### config.mk
export PLATFORM = sky130hd
export DESIGN_NAME = line_sensor_pd_steering
export DESIGN_NICKNAME = d
export VERILOG_FILES = /design/src/hw/rtl/lsps_pkg.sv /design/src/hw/rtl/lsps_div.sv /design/src/hw/rtl/line_sensor_pd_steering.sv
export VERILOG_INCLUDE_DIRS = /design/src /design/src/hw/rtl
export SDC_FILE = /design/constraint.sdc
export NUM_CORES = 2
export LEC_CHECK = 0
export ABC_CLOCK_PERIOD_IN_PS = 23000
export BUFFER_PORTS_ARGS = -buffer_cell sky130_fd_sc_hd__buf_2
export CAP_MARGIN = 20
export CORE_ASPECT_RATIO = 1.25
export CORE_MARGIN = 2
export CORE_UTILIZATION = 56
export CTS_BUF_LIST = sky130_fd_sc_hd__clkbuf_8
export DETAILED_ROUTE_END_ITERATION = 10
export PLACE_DENSITY = 0.73
export SETUP_SLACK_MARGIN = 0.02
export SYNTH_ARGS = -nofsm -noshare
export SYNTH_HDL_FRONTEND = slang
export SYNTH_SLANG_ARGS = --single-unit
export TNS_END_PERCENT = 50
### constraint.sdc
create_clock -name clk -period 23 [get_ports clk]
set_input_delay 2.3 -clock clk [delete_from_list [all_inputs] [get_ports clk]]
set_output_delay 2.3 -clock clk [all_outputs]
set_load 0.005 [all_outputs]
### src/hw/rtl/assert_macros.svh
// Assertion helpers
`ifndef ASSERT_MACROS_SVH
`define ASSERT_MACROS_SVH

`define ASSERT_IMPL(label, ante, cons, msg) \
    label: assert property (@(posedge clk) disable iff (!rst_n) (ante) |-> (cons)) \
        else $error(msg);

`define ASSERT_NEXT(label, ante, cons, msg) \
    label: assert property (@(posedge clk) disable iff (!rst_n) (ante) |=> (cons)) \
        else $error(msg);

`endif

### src/hw/rtl/lsps_pkg.sv
package lsps_pkg;

    localparam int FULL_SCALE    = 4095;
    localparam int POS_PITCH     = 1000;
    localparam int PD_FLOOR      = -4000;
    localparam int BLACK_DEFAULT = 1100;
    localparam int DUTY_MAX      = 255;

    localparam logic [2:0] REG_CALIBRATE = 3'd0;
    localparam logic [2:0] REG_PROP_GAIN = 3'd1;
    localparam logic [2:0] REG_DERIV_GAIN = 3'd2;
    localparam logic [2:0] REG_STEER_DIV = 3'd3;
    localparam logic [2:0] REG_BASE_SPEED = 3'd4;

    typedef enum logic [3:0] {
        ST_IDLE,
        ST_SENSE,
        ST_NDIV,
        ST_NSTORE,
        ST_ACCUM,
        ST_PDIV,
        ST_PD,
        ST_SDIV,
        ST_MIX,
        ST_CAL,
        ST_OUT
    } state_t;

    typedef struct packed {
        logic start;
        logic sign;
    } div_ctl_t;

endpackage

### src/hw/rtl/lsps_div.sv
module lsps_div #(
    parameter int W = 32
) (
    input  logic         clk,
    input  logic         rst_n,
    input  lsps_pkg::div_ctl_t ctl,
    input  logic [W-1:0] dividend,
    input  logic [W-1:0] divisor,
    output logic         busy,
    output logic [W-1:0] quotient
);

    localparam int CW = $clog2(W + 1);

    logic [W-1:0]  quo_reg, quo_next;
    logic [W:0]    rem_reg, rem_next;
    logic [W-1:0]  dvs_reg, dvs_next;
    logic [CW-1:0] cnt_reg, cnt_next;
    logic          neg_reg, neg_next;
    logic [W:0]    trial;
    logic [W:0]    shifted;

    always_comb
    begin
        quo_next = quo_reg;
        rem_next = rem_reg;
        dvs_next = dvs_reg;
        cnt_next = cnt_reg;
        neg_next = neg_reg;
        shifted  = {rem_reg[W-1:0], quo_reg[W-1]};
        trial    = shifted - {1'b0, dvs_reg};
        if (ctl.start)
        begin
            neg_next = ctl.sign & dividend[W-1];
            quo_next = (ctl.sign & dividend[W-1]) ? (~dividend + 1'b1) : dividend;
            rem_next = '0;
            dvs_next = divisor;
            cnt_next = CW'(W);
        end
        else if (cnt_reg != '0)
        begin
            if (!trial[W])
            begin
                rem_next = trial;
                quo_next = {quo_reg[W-2:0], 1'b1};
            end
            else
            begin
                rem_next = shifted;
                quo_next = {quo_reg[W-2:0], 1'b0};
            end
            cnt_next = cnt_reg - 1'b1;
        end
    end

    always_ff @(posedge clk or negedge rst_n)
    begin
        if (!rst_n)
        begin
            cnt_reg <= '0;
            neg_reg <= 1'b0;
        end
        else
        begin
            cnt_reg <= cnt_next;
            neg_reg <= neg_next;
        end
    end

    always_ff @(posedge clk)
    begin
        quo_reg <= quo_next;
        rem_reg <= rem_next;
        dvs_reg <= dvs_next;
    end

    assign busy     = ctl.start || (cnt_reg != '0);
    assign quotient = neg_reg ? (~quo_reg + 1'b1) : quo_reg;

endmodule

### src/hw/rtl/line_sensor_pd_steering.sv
// Line sensor PD steering.
// s_axis: one request carries eight raw 12-bit samples, raw_s0 lowest in
// tdata. m_axis: one result per request with bitmap, position, no_line flag,
// steering value and two motor duties with reverse bits.
// cfg: register index and data, to be written by the user only while idle;
// the block itself does not enforce this. Run mode: each sensor is
// normalized in turn (sense, divider start and wait), then the sums
// accumulate, the centroid and steering divisions run and the result is
// mixed and registered. Calibrate mode skips the normalizations and
// updates the levels at the end. One shared 32-step restoring divider
// serves all divisions in turn. The next request is taken only after the
// result has left the output register; s_axis_tready is low until then.
// Reset puts the registers at their documented defaults, black levels at
// 1100 and white, threshold and normalized levels at zero.
// When m_axis_tready is low the result holds in the output register and no
// new request is taken.
// Position holds its previous value when all normalized values are zero.
// Steering is zero for PD sums below -4000.
module line_sensor_pd_steering #(
    parameter int NORM_SCALE = 1000
) (
    input  logic         clk,
    input  logic         rst_n,
    input  logic         s_axis_tvalid,
    output logic         s_axis_tready,
    input  logic [95:0]  s_axis_tdata,   // raw_s0 .. raw_s7, 12 bits each
    output logic         m_axis_tvalid,
    input  logic         m_axis_tready,
    // line_bitmap[7:0], line_position[20:8], no_line[21], steering[40:22],
    // left_duty[48:41], left_reverse[49], right_duty[57:50], right_reverse[58]
    output logic [63:0]  m_axis_tdata,
    input  logic         cfg_valid,
    output logic         cfg_ready,
    input  logic [2:0]   cfg_index,
    input  logic [7:0]   cfg_data
);

    localparam int N = 8;
    localparam int NW = $clog2(NORM_SCALE + 1);

    lsps_pkg::state_t state_reg, state_next;

    logic        cal_reg;
    logic [3:0]  kp_reg, kd_reg;
    logic [7:0]  sdiv_reg, speed_reg;
    logic [11:0] black_reg [N];
    logic [11:0] white_reg [N];
    logic [11:0] thr_reg [N];
    logic [NW-1:0] norm_reg [N];
    logic signed [12:0] prev_reg;

    logic [11:0] inv_reg [N];
    logic [2:0]  idx_reg, idx_next;
    logic [7:0]  bmp_reg;
    logic [31:0] wsum_reg;
    logic [15:0] nsum_reg;
    logic signed [12:0] pos_reg;
    logic signed [18:0] steer_reg;
    logic        noline_reg;
    logic [63:0] out_reg;
    logic        ovalid_reg;

    lsps_pkg::div_ctl_t dctl;
    logic [31:0] d_num, d_den, d_quo;
    logic        d_busy;

    lsps_div #(.W(32)) u_div (
        .clk(clk), .rst_n(rst_n), .ctl(dctl), .dividend(d_num),
        .divisor(d_den), .busy(d_busy), .quotient(d_quo)
    );

    logic [11:0] cb, cw, cv, cinv;
    logic [11:0] craise;
    logic [11:0] bc;
    logic [11:0] nb, nwh;
    logic signed [31:0] pd_calc;
    logic signed [31:0] spd, lft, rgt;
    logic signed [31:0] dl, dr;
    logic [7:0] lduty, rduty;

    assign cb     = black_reg[idx_reg];
    assign cw     = white_reg[idx_reg];
    assign cinv   = inv_reg[idx_reg];
    assign craise = (cinv < cb) ? cb : cinv;
    assign cv     = (craise > cw) ? cw : craise;
    assign bc     = (cb == 12'd0) ? 12'(lsps_pkg::BLACK_DEFAULT) : cb;
    assign nb     = (cinv < bc) ? cinv : bc;
    assign nwh    = (cinv > cw) ? cinv : cw;

    assign pd_calc = 32'(signed'({1'b0, kp_reg})) * 32'(pos_reg)
                   - 32'(signed'({1'b0, kd_reg})) * (32'(prev_reg) - 32'(pos_reg));

    always_comb
    begin
        spd = 32'(speed_reg);
        if (spd + 32'(steer_reg) > 32'(lsps_pkg::DUTY_MAX))
            spd = 32'(lsps_pkg::DUTY_MAX) - 32'(steer_reg);
        if (spd - 32'(steer_reg) > 32'(lsps_pkg::DUTY_MAX))
            spd = 32'(lsps_pkg::DUTY_MAX) + 32'(steer_reg);
        lft = spd + 32'(steer_reg);
        rgt = spd - 32'(steer_reg);
        dl = lft[31] ? (32'(lsps_pkg::DUTY_MAX) + lft) : lft;
        dr = rgt[31] ? (32'(lsps_pkg::DUTY_MAX) + rgt) : rgt;
        lduty = dl[31] ? 8'd0 : ((dl > 32'sd255) ? 8'd255 : dl[7:0]);
        rduty = dr[31] ? 8'd0 : ((dr > 32'sd255) ? 8'd255 : dr[7:0]);
    end

    always_comb
    begin
        state_next = state_reg;
        case (state_reg)
            lsps_pkg::ST_IDLE:   if (s_axis_tvalid && !ovalid_reg) state_next = lsps_pkg::ST_SENSE;
            lsps_pkg::ST_SENSE:
                if (cal_reg)
                    state_next = (idx_reg == 3'(N - 1)) ? lsps_pkg::ST_ACCUM : lsps_pkg::ST_SENSE;
                else
                    state_next = lsps_pkg::ST_NDIV;
            lsps_pkg::ST_NDIV:   state_next = lsps_pkg::ST_NSTORE;
            lsps_pkg::ST_NSTORE:
                if (!d_busy)
                    state_next = (idx_reg == 3'(N - 1)) ? lsps_pkg::ST_ACCUM : lsps_pkg::ST_SENSE;
            lsps_pkg::ST_ACCUM:
                if (idx_reg == 3'(N - 1)) state_next = lsps_pkg::ST_PDIV;
            lsps_pkg::ST_PDIV:   if (!d_busy) state_next = lsps_pkg::ST_PD;
            lsps_pkg::ST_PD:     state_next = lsps_pkg::ST_SDIV;
            lsps_pkg::ST_SDIV:   if (!d_busy) state_next = lsps_pkg::ST_MIX;
            lsps_pkg::ST_MIX:    state_next = cal_reg ? lsps_pkg::ST_CAL : lsps_pkg::ST_OUT;
            lsps_pkg::ST_CAL:
                if (idx_reg == 3'(N - 1)) state_next = lsps_pkg::ST_OUT;
            lsps_pkg::ST_OUT:    state_next = lsps_pkg::ST_IDLE;
            default:             state_next = lsps_pkg::ST_IDLE;
        endcase
    end

    always_comb
    begin
        dctl  = '0;
        d_num = '0;
        d_den = 32'd1;
        idx_next = idx_reg;
        case (state_reg)
            lsps_pkg::ST_IDLE:   idx_next = '0;
            lsps_pkg::ST_SENSE:  if (cal_reg) idx_next = idx_reg + 1'b1;
            lsps_pkg::ST_NDIV:
            begin
                dctl.start = 1'b1;
                d_num = 32'(cv - cb) * 32'(NORM_SCALE);
                d_den = (cw > cb) ? 32'(cw - cb) : 32'd1;
            end
            lsps_pkg::ST_NSTORE: if (!d_busy) idx_next = idx_reg + 1'b1;
            lsps_pkg::ST_ACCUM:  idx_next = idx_reg + 1'b1;
            lsps_pkg::ST_PDIV:
            begin
                d_num = wsum_reg;
                d_den = (nsum_reg == '0) ? 32'd1 : 32'(nsum_reg);
            end
            lsps_pkg::ST_PD:
            begin
                dctl.start = 1'b1;
                dctl.sign  = 1'b1;
                d_num = (pd_calc < 32'(lsps_pkg::PD_FLOOR)) ? 32'd0 : pd_calc;
                d_den = (sdiv_reg == 8'd0) ? 32'd1 : 32'(sdiv_reg);
            end
            lsps_pkg::ST_CAL:    idx_next = idx_reg + 1'b1;
            default:             idx_next = idx_reg;
        endcase
        if (state_reg == lsps_pkg::ST_ACCUM && idx_reg == 3'(N - 1))
        begin
            dctl.start = 1'b1;
            d_num = wsum_reg + 32'(norm_reg[idx_reg]) * 32'(N - 1) * 32'(lsps_pkg::POS_PITCH);
            d_den = ((nsum_reg + 16'(norm_reg[idx_reg])) == '0) ? 32'd1
                  : 32'(nsum_reg + 16'(norm_reg[idx_reg]));
        end
        if (state_reg == lsps_pkg::ST_PD) dctl.start = 1'b1;
    end

    assign s_axis_tready = (state_reg == lsps_pkg::ST_IDLE) && !ovalid_reg;
    assign cfg_ready     = 1'b1;
    assign m_axis_tvalid = ovalid_reg;
    assign m_axis_tdata  = out_reg;

    always_ff @(posedge clk or negedge rst_n)
    begin
        if (!rst_n)
        begin
            state_reg  <= lsps_pkg::ST_IDLE;
            idx_reg    <= '0;
            ovalid_reg <= 1'b0;
            cal_reg    <= 1'b1;
            kp_reg     <= 4'd1;
            kd_reg     <= 4'd3;
            sdiv_reg   <= 8'd20;
            speed_reg  <= 8'd0;
            prev_reg   <= '0;
            for (int j = 0; j < N; j++)
            begin
                black_reg[j] <= 12'(lsps_pkg::BLACK_DEFAULT);
                white_reg[j] <= '0;
                thr_reg[j]   <= '0;
                norm_reg[j]  <= '0;
            end
        end
        else
        begin
            state_reg <= state_next;
            idx_reg   <= idx_next;
            if (cfg_valid)
            begin
                case (cfg_index)
                    lsps_pkg::REG_CALIBRATE:  cal_reg   <= cfg_data[0];
                    lsps_pkg::REG_PROP_GAIN:  kp_reg    <= cfg_data[3:0];
                    lsps_pkg::REG_DERIV_GAIN: kd_reg    <= cfg_data[3:0];
                    lsps_pkg::REG_STEER_DIV:  sdiv_reg  <= cfg_data;
                    lsps_pkg::REG_BASE_SPEED: speed_reg <= cfg_data;
                    default: ;
                endcase
            end
            if (state_reg == lsps_pkg::ST_NSTORE && !d_busy)
                norm_reg[idx_reg] <= (cw > cb) ? NW'(d_quo) : '0;
            if (state_reg == lsps_pkg::ST_PD)
                prev_reg <= pos_reg;
            if (state_reg == lsps_pkg::ST_CAL)
            begin
                black_reg[idx_reg] <= nb;
                white_reg[idx_reg] <= nwh;
                thr_reg[idx_reg]   <= 12'(({1'b0, nb} + {1'b0, nwh}) >> 1);
            end
            if (state_reg == lsps_pkg::ST_OUT)
                ovalid_reg <= 1'b1;
            else if (m_axis_tready)
                ovalid_reg <= 1'b0;
        end
    end

    always_ff @(posedge clk)
    begin
        case (state_reg)
            lsps_pkg::ST_IDLE:
            begin
                for (int j = 0; j < N; j++)
                    inv_reg[j] <= 12'(lsps_pkg::FULL_SCALE) - s_axis_tdata[12*j +: 12];
                bmp_reg  <= '0;
                wsum_reg <= '0;
                nsum_reg <= '0;
            end
            lsps_pkg::ST_SENSE:
                bmp_reg <= {bmp_reg[6:0], ((cal_reg ? cinv : cv) > thr_reg[idx_reg])};
            lsps_pkg::ST_ACCUM:
            begin
                wsum_reg <= wsum_reg + 32'(norm_reg[idx_reg]) * 32'(idx_reg)
                            * 32'(lsps_pkg::POS_PITCH);
                nsum_reg <= nsum_reg + 16'(norm_reg[idx_reg]);
                noline_reg <= ((nsum_reg + 16'(norm_reg[idx_reg])) == '0);
            end
            lsps_pkg::ST_PDIV:
                if (!d_busy)
                    pos_reg <= noline_reg ? prev_reg
                             : 13'(d_quo - 32'((N - 1) * lsps_pkg::POS_PITCH / 2));
            lsps_pkg::ST_SDIV:
                if (!d_busy) steer_reg <= 19'(d_quo);
            lsps_pkg::ST_MIX:
                out_reg <= {5'd0, rgt[31], rduty, lft[31], lduty, steer_reg,
                            noline_reg, pos_reg, bmp_reg};
            default: ;
        endcase
    end

    `include "assert_macros.svh"

    `ASSERT_NEXT(a_out_hold, m_axis_tvalid && !m_axis_tready, m_axis_tvalid, "result dropped")
    `ASSERT_IMPL(a_no_accept_busy, state_reg != lsps_pkg::ST_IDLE, !s_axis_tready, "busy accept")
    `ASSERT_IMPL(a_div_idle, state_reg == lsps_pkg::ST_IDLE, !d_busy, "divider busy at idle")

endmodule
==> flow_summary_export.csv <==
group,metric,value,unit
place,gp_congestion,0.9476,
cts,htree_levels,3,
setup_path,cp_max_fo,38,
grt,grt_max_degree,160,
grt,grt_overflow,0,
layout,final_core_util,0.6097,
setup_path,cpMostUsedCell,"a21oi_1",
yosys,synth_edf_count,291,
die,die_height,358.8,um
cts,numCtsBuffers,116,
yosys,async_flop_share,0.5659,
grt,antenna_found_initial,2,
grt,grt_pass1_wl,245800,um
yosys,post-synth-top-area-cell,"dfrtp_1",
die,io_pins,179,
yosys,yosysSeqAreaShare,0.3540,
hold_path,hold_path.startpoint,"bmp_reg[7]",
cts,postCtsSetupRepairBufs,0,
yosys,yosys.cell_types.count,104,
hold_path,whs_path_depth,0,
place,post-dp-hpwl,116500,um
die,die_x,287.8,um
hold_path,hp-class,"reg2reg",
yosys,avgSynthCellArea,9.849,um^2
routing,remaining_drc_errors,0,
cts,cts-resized-gates,0,
yosys,synth-seq-cells,744,
status,status,"complete, no violations",
setup_path,r2r-start,"idx_reg[2]",
setup_path,crit_type,"reg2reg",
routing,ant_nets,0,
setup_path,cp_slowest_cell,"dfrtp_1",
layout,fin_nets,6681,
yosys,ys_warn_count,0,
timing,finalHoldViolCount,0,
hold_path,min_to,"m_axis_tdata[7]",
layout,multi_input_area,33300,um^2
setup_path,ff2ff_path_depth,50,
setup_path,r2r_end,"u_div.quo_reg[27]",
layout,nFillCells,8429,
die,start_util,0.5628,
timing,slew_viol_final,0,
timing,fmax,70.40,MHz
yosys,synthCells,5726,
layout,seqCellArea,19960,um^2
grt,grt_usage,0.3033,
grt,grt_pass1_vias,44535,
timing,maxSlewHeadroom,0.1875,
cts,cts_max_path_buffers,3,
layout,drive_above_1_share,0.1356,
die,rows,130,
routing,drtIter0Drc,2743,
routing,vias_per_cell,6.024,
job,cap_violations,0,
layout,synthToLayoutAreaGrowth,8.331,%
routing,wl,155900,um
yosys,synth_area,56400,um^2
yosys,synth.area.top_cells,"dfrtp_1, edfxtp_1, ha_1",
cts,cts_sinks,744,
timing,setup_viol,0,
setup_path,required,23580,ps
cts,cts.clk_slew.worst_paths,70,ps
cts,postCtsHoldBufs,0,
cts,insertion_delay,850,ps
routing,via_count,43762,
timing,fin_setup_tns,0,ps
setup_path,critical_path.max_stage_delay,960,ps
place,port_buffers,172,
cts,cts_tree,"yes",
timing,finalClockSkew,59.10,ps
die,core_area,100200,um^2
timing,rsz0062_at_grt,"false",
timing,post-route-min-period,14200,ps
yosys,synthFlopType,"dfrtp_1",
setup_path,startpoint_type,"flip-flop",
routing,firstDrtPassIters,6,
layout,finish.instance_area,61090,um^2
timing,period_share,0.6176,
yosys,synth_top_area_share,0.1699,
cts,cts-root-buf,"clkbuf_8",
timing,tightest_slew,1208,ps
setup_path,arrival,14780,ps
die,die_area,103300,um^2
routing,wl_per_cell,21.46,um
setup_path,cp-end-kind,"flip-flop",
place,placedInstanceArea,58560,um^2
setup_path,rrSetupSlack,8800,ps
## stage by stage
step / std cells / hold WS, ps / setup slack (ps)
6_report: 7265 / 423.8 / 8795
2_1_floorplan: 5730 / 400.3 / 9991
3_5_place_dp: 7045 / 407.9 / 9073
3_3_place_gp: 7044 / 407.1 / 9370
5_1_grt: 7263 / 455.5 / 7990
4_1_cts: 7258 / 425.2 / 9028
## metal layers
| metal | vias to the layer above | track usage | wire length [um] |
|---|---|---|---|
| met1 | 21497 | 0.3543 | 60160 |
| met4 | 0 | 0.1808 | 9982 |
| met5 | - | 0 | 0 |
| met3 | 399 | 0.03679 | 7700 |
| met2 | 1398 | 0.5310 | 78060 |
| li1 | 20468 | - | - |
## cells in the final DEF (no fill, tap or decap), drive strengths merged, types with 82 or more instances in the layout
cell    instances
o21ai         362
xnor2         225
clkbuf        133
ha            472
nand2         449
nor2          329
edfxtp        291
a21o           91
inv           648
nor3          100
xor2           82
dfrtp         383
mux2          278
buf           234
a21oi         285
and2          110
a22oi         210
fa            250
## cells by family (layout without fill, tap and decap cells)
family                   Yosys count  in the layout  synth area share
multiplexers                     327            327           0.06643
XOR/XNOR                         307            307           0.04781
buffers and inverters            854           1066           0.05760
other                              2              9         0.0001332
flip-flops                       744            744            0.3540
AO/OA/AOI/OAI                   1371           1371            0.1592
adder cells (fa/ha/maj)          723            723            0.1936
AND/OR/NAND/NOR                 1398           1398            0.1212
## worst max-delay path: cells and delay by family (launching register included)
family | cells | cell delay, ps
and+or+nand+nor | 11 | 2380
DFF | 1 | 960
AOI/OAI and AO/OA | 26 | 5380
buffers and inverters | 3 | 1410
muxes | 2 | 620
adders and majority gates | 8 | 3080
## synthesized netlist by cell type, types with 11 or more instances
| library cell | number |
|---|---|
| a211oi_1 | 45 |
| a21boi_0 | 25 |
| a21o_1 | 91 |
| a21oi_1 | 282 |
| a221oi_1 | 20 |
| a22o_1 | 20 |
| a22oi_1 | 210 |
| a31oi_1 | 30 |
| and2_1 | 110 |
| and3_1 | 38 |
| and4_1 | 48 |
| buf_1 | 26 |
| clkbuf_1 | 194 |
| dfrtp_1 | 383 |
| dfstp_2 | 38 |
| dfxtp_1 | 32 |
| edfxtp_1 | 291 |
| fa_1 | 250 |
| ha_1 | 472 |
| inv_1 | 610 |
| mux2_2 | 278 |
| mux2i_1 | 39 |
| nand2_1 | 449 |
| nand2b_1 | 55 |
| nand3_1 | 66 |
| nand4_1 | 40 |
| nor2_1 | 329 |
| nor2b_1 | 40 |
| nor3_1 | 99 |
| nor4_1 | 26 |
| o211ai_1 | 26 |
| o21a_1 | 32 |
| o21ai_0 | 357 |
| o21bai_1 | 50 |
| o221ai_1 | 11 |
| o22ai_1 | 17 |
| o31a_1 | 15 |
| o31ai_1 | 25 |
| or2_2 | 17 |
| or3_1 | 37 |
| or4_1 | 14 |
| xnor2_1 | 224 |
| xor2_1 | 82 |
## worst max-delay path by stage
stage / from / endpoint / slack [ps]
after floorplan: state_reg[0] / s_axis_tready / 9990
after global placement: idx_reg[2] / u_div.quo_reg[27] / 9370
after detailed placement: idx_reg[2] / u_div.quo_reg[27] / 9070
after CTS: idx_reg[2] / u_div.quo_reg[27] / 9030
after global routing: idx_reg[2] / u_div.quo_reg[27] / 7990
final: idx_reg[2] / u_div.quo_reg[27] / 8800
## cell type report
cell class	count	area share
multi-input combinational	4132	0.5451
sequential	744	0.3267
inverter	617	0.03791
clock buffer	131	0.02951
tap	1320	0.02703
timing repair buffer	236	0.02224
clock inverter	82	0.01133
antenna	3	0.0001229
Power is not shown: default switching activity piles up to over one toggle a cycle in this logic, so the estimate is an artifact.
